===== config.mk =====
export PLATFORM = sky130hd
export DESIGN_NAME = bfm_hash
export DESIGN_NICKNAME = d
export VERILOG_FILES = /design/src/rtl/bloom_filter_membership_defines.svh /design/src/rtl/bfm_pkg.sv /design/src/rtl/bfm_hash.sv
export SDC_FILE = /design/constraint.sdc
export NUM_CORES = 1
export LEC_CHECK = 0
export BUFFER_PORTS_ARGS = -buffer_cell sky130_fd_sc_hd__buf_2
export CORE_UTILIZATION = 55
export DETAILED_ROUTE_END_ITERATION = 16
export PLACE_DENSITY_LB_ADDON = 0.25
export SLEW_MARGIN = 20
export SYNTH_ARGS = -nofsm -noshare
export SYNTH_HDL_FRONTEND = slang
export SYNTH_SLANG_ARGS = --single-unit

===== constraint.sdc =====
create_clock -name vclk -period 12.6
set_input_delay 1.89 -clock vclk [all_inputs]
set_output_delay 1.89 -clock vclk [all_outputs]
set_load 0.05 [all_outputs]

===== src/rtl/bloom_filter_membership_defines.svh =====
// assertion macros for the bloom filter membership block
// no dependencies; included by files that carry concurrent assertions
`ifndef BLOOM_FILTER_MEMBERSHIP_DEFINES_SVH
`define BLOOM_FILTER_MEMBERSHIP_DEFINES_SVH

`ifndef SYNTHESIS

// property that must hold on every clock edge outside reset
`define BFM_ASSERT(lbl, prop, msg) \
    lbl: assert property (@(posedge clk) disable iff (!rst_n) prop) else $error(msg);

// condition that must never be seen outside reset
`define BFM_ASSERT_NEVER(lbl, cond, msg) \
    lbl: assert property (@(posedge clk) disable iff (!rst_n) !(cond)) else $error(msg);

`else

`define BFM_ASSERT(lbl, prop, msg)

`define BFM_ASSERT_NEVER(lbl, cond, msg)

`endif

`endif


===== src/rtl/bfm_pkg.sv =====
// shared constants for the bloom filter membership block
// no dependencies
package bfm_pkg;

    localparam int ACTION_WIDTH = 2;
    localparam int KEY_WIDTH    = 32;
    localparam int HASH_COUNT   = 3;

    // action codes
    localparam logic [ACTION_WIDTH-1:0] ACT_INSERT = 2'd0;
    localparam logic [ACTION_WIDTH-1:0] ACT_QUERY  = 2'd1;
    localparam logic [ACTION_WIDTH-1:0] ACT_CLEAR  = 2'd2;

    // multiplier of the second hash
    localparam logic [KEY_WIDTH-1:0] HASH_MULT = 32'h045D9F3B;

    // shift amounts of the hashes
    localparam int FOLD_SHIFT  = 16;
    localparam int LEFT_SHIFT  = 6;
    localparam int RIGHT_SHIFT = 2;

endpackage


===== src/rtl/bfm_hash.sv =====
// three bit-index hashes of a key for the bloom filter
// depends on bfm_pkg
module bfm_hash #(
    parameter int INDEX_BITS = 10
) (
    input  logic [bfm_pkg::KEY_WIDTH-1:0]                     key,
    output logic [bfm_pkg::HASH_COUNT-1:0][INDEX_BITS-1:0]    idx
);
    import bfm_pkg::*;

    logic [KEY_WIDTH-1:0]  fold_hash;
    logic [INDEX_BITS-1:0] mult_hash;
    logic [KEY_WIDTH-1:0]  sum_hash;

    // key folded onto itself
    assign fold_hash = key ^ (key >> FOLD_SHIFT);

    // only the low index bits of the product are kept, so a narrow multiply will do
    assign mult_hash = key[INDEX_BITS-1:0] * HASH_MULT[INDEX_BITS-1:0];

    // shift-and-add hash, wraps at the key width
    assign sum_hash = key + (key << LEFT_SHIFT) + (key >> RIGHT_SHIFT);

    assign idx[0] = fold_hash[INDEX_BITS-1:0];
    assign idx[1] = mult_hash;
    assign idx[2] = sum_hash[INDEX_BITS-1:0];

endmodule


# ---- Word level (Yosys, flattened, before mapping)
# Index checks and enable logic that the tools add are counted.
dict set report op_classes {
  add_sub_neg 2
  multipliers 1
  bitwise 1
}
# op count
set ops {}
lappend ops {{$add 10x10->10} 2}
lappend ops {{$mul 10x9->10 const B} 1}
lappend ops {{$xor 10x10->10} 1}
dict set report word_totals {
  regBits 0
  input_bits 32
  output_inout_bits 30
  word_cells 4
}

# ---- Logic depth before layout (Yosys ltp)
dict set report depth {
  word_depth 2
  mapped_depth 13
  mapped_depth_nobuf 13
}

# ---- Least setup slack after synthesis
# No wires, ideal clock.
dict set report synth_path {
  kind {input to output}
  start {in key[0] in the netlist's numbering}
  end {out idx[19] in the netlist's numbering}
  arrival_time_ns 5.768
  required_time_ns 10.710
  slack_ns 4.942
  stages 12
  path_buffers 0
  path_cell_list {inv_1 fa_1 fa_1 inv_1 ha_1 fa_1 ha_1 fa_1 a21o_1 a21oi_1 xnor2_1 xnor2_1}
}
# element line_no
set synth_rtl {}
lappend synth_rtl {{from (decl)} bfm_hash.sv:6} ;# input logic [bfm_pkg::KEY_WIDTH-1:0] key,
lappend synth_rtl {{to (decl)} bfm_hash.sv:7} ;# output logic [bfm_pkg::HASH_COUNT-1:0][INDEX_BITS-1:0] idx

==> flow_summary.toml <==
[final_layout]
area_growth_pct = 19.9
regArea_um2 = 0
layout.nets = 292
design.seq.count = 0
final_area_um2 = 1750
diodes = 0
clkbuf_count = 0
layout-drive-gt1-share = 0.285

[worst_setup_path]
path_class = "input port to output port"
startpoint = "key[2]"
critPathRequiredTime_ns = 10.71
critPathLaunchType = "input port"
worstPathArrival_ns = 5.76
cp-end-kind = "output port"
cp_max_fo = 8

[clocking]
post-cts-setup-buffers = 0
ctsResizeCount = 0
ctsHoldBuffers = 0

[die]
placementRows = 18
core_region_area_um2 = 2500
die_h_um = 53.5
fp.dieW_um = 53.5
die_area_um2 = 2860
start_util = 0.583
ios = 62

[timing]
setup_viol = 0
fmax_mhz = 131
finalMaxSlewViolations = 0
fin_crit_sh = 0.607
rsz0062_at_grt = "false"
fin_hold_ws_ns = 4.11
setup_tns_ns = 0
worst_pin_slew_ns = 0.376
period_needed_ns = 7.65
finalHoldViolCount = 0
relSlewSlack = 0.748
fin_ws_ns = 4.95

[grt]
grt_pass1_vias = 1158
antenna_found_initial = 0
grt_usage = 0.226
grt-ovfl-total = 0
grt_pass1_wl_mm = 4.79
grt_max_degree = 9

[pwr]
total_power_mw = 0.325
peakVddDrop_uv = 249
switchingPower_mw = 0.227
p_int_mw = 0.0984
p_per_area_nw_per_um2 = 186
p_comb_frac = 1.000
leakagePower_nw = 1.01
switching_share = 0.697
power_frac_seq = 0
clkPwrFrac = 0

[synthesis]
synth_top_area_frac = 0.343
ys_top_cells_by_area = "ha_1 34%, fa_1 25%, xnor2_1 11%, xor2_1 9.0%, inv_1 7.7%"
yosysUniqueCellTypes = 22
yosysTopAreaCell = "ha_1"
ys_seq_area_frac = 0
synth.cell_area_um2 = 1460
syn-instance-count = 149
ys_warn_count = 0
syn_avg_cell_area_um2 = 9.78
syn_nets = 239

[route]
viasPerCell = 5.12
drtIter0Drc = 4
drc_errors = 0
detail_route.first_pass.iterations = 3
vias = 1178
drt_wl_total_mm = 2.87
drtAntennaViolNets = 0
wl_per_cell_um = 12.5

[worst_hold_path]
min_path_cells = 3
min_from = "key[16]"
hold_path.class = "input port to output port"

[placement]
routabilityCongestion = 0.810
dpl.hpwl_mm = 2.65
dp_slack_ns = 4.92
io_buffers = 52
dpl-instance-area_um2 = 1750

[status]
status = "finished, final reports clean"

[run]
cap_violations = 0
[power by group through the flow]
stage | clock (mW) | sequential (mW) | combinational (mW)
2_1_floorplan | 0 | 0 | 0.271
3_5_place_dp | 0 | 0 | 0.329
3_3_place_gp | 0 | 0 | 0.320
4_1_cts | 0 | 0 | 0.330
6_report | 0 | 0 | 0.325
5_1_grt | 0 | 0 | 0.355
[layout make-up]
class	instances	area (um^2)
fillers	201	752
inverters	30	113
multi-input cells	118	1340
well taps	30	37.5
repair buffers	52	260
[worst paths after layout]
kind	endpoint	slack (ns)
worst min-delay path	idx[0]	4.11
worst max-delay path	idx[19]	4.95
[cells by family (layout without fill, tap and decap cells)]
group	after synthesis	after routing	share of synthesized area
XOR/XNOR	33	33	0.198
AO/OA/AOI/OAI	16	16	0.0781
AND/OR/NAND/NOR	10	10	0.0438
buffers and inverters	31	82	0.0824
adder cells (fa/ha/maj)	58	58	0.591
multiplexers	1	1	0.00687
[synth_stat cells]
cell type	number
a211oi_2	1
a21o_1	2
a21oi_1	6
a21oi_2	1
and2b_2	1
and4b_4	1
buf_4	1
fa_1	18
ha_1	40
inv_1	30
mux2i_1	1
nand2b_1	2
nand3_1	1
nor2_1	2
nor2b_1	1
nor3_1	2
o21ai_0	3
o22ai_1	1
o311a_1	1
o41ai_2	1
xnor2_1	18
xor2_1	15
[stage by stage]
step | utilization | std cells
2_1_floorplan | - | 149
3_3_place_gp | 0.699 | 230
3_5_place_dp | 0.699 | 230
4_1_cts | 0.699 | 230
5_1_grt | 0.699 | 230
6_report | 0.699 | 230
[worst max-delay path: stages]
cell     delay [ns]
buf_2          0.22
inv_1          0.12
fa_1           0.41
fa_1           0.55
inv_1          0.05
ha_1           0.31
fa_1           0.48
ha_1           0.35
fa_1           0.47
a21o_1         0.18
a21oi_1        0.17
xnor2_1        0.16
xnor2_1        0.13
buf_2          0.27
[layout by cell type (no fill, tap or decap), types with 2 or more instances in the layout]
cell type  instances
inv_1             30
a21oi_1            6
fa_1              18
buf_2             52
xor2_1            15
nor2_1             2
xnor2_1           18
nor3_1             2
nand2b_1           2
o21ai_0            3
a21o_1             2
ha_1              40
[routing by layer]
metal,GRT usage,routed length (um)
met5,0,0
met4,0.0175,18
met3,0.00575,43
met2,0.473,1670
met1,0.251,1140
Power figures use the tool's default switching activity.
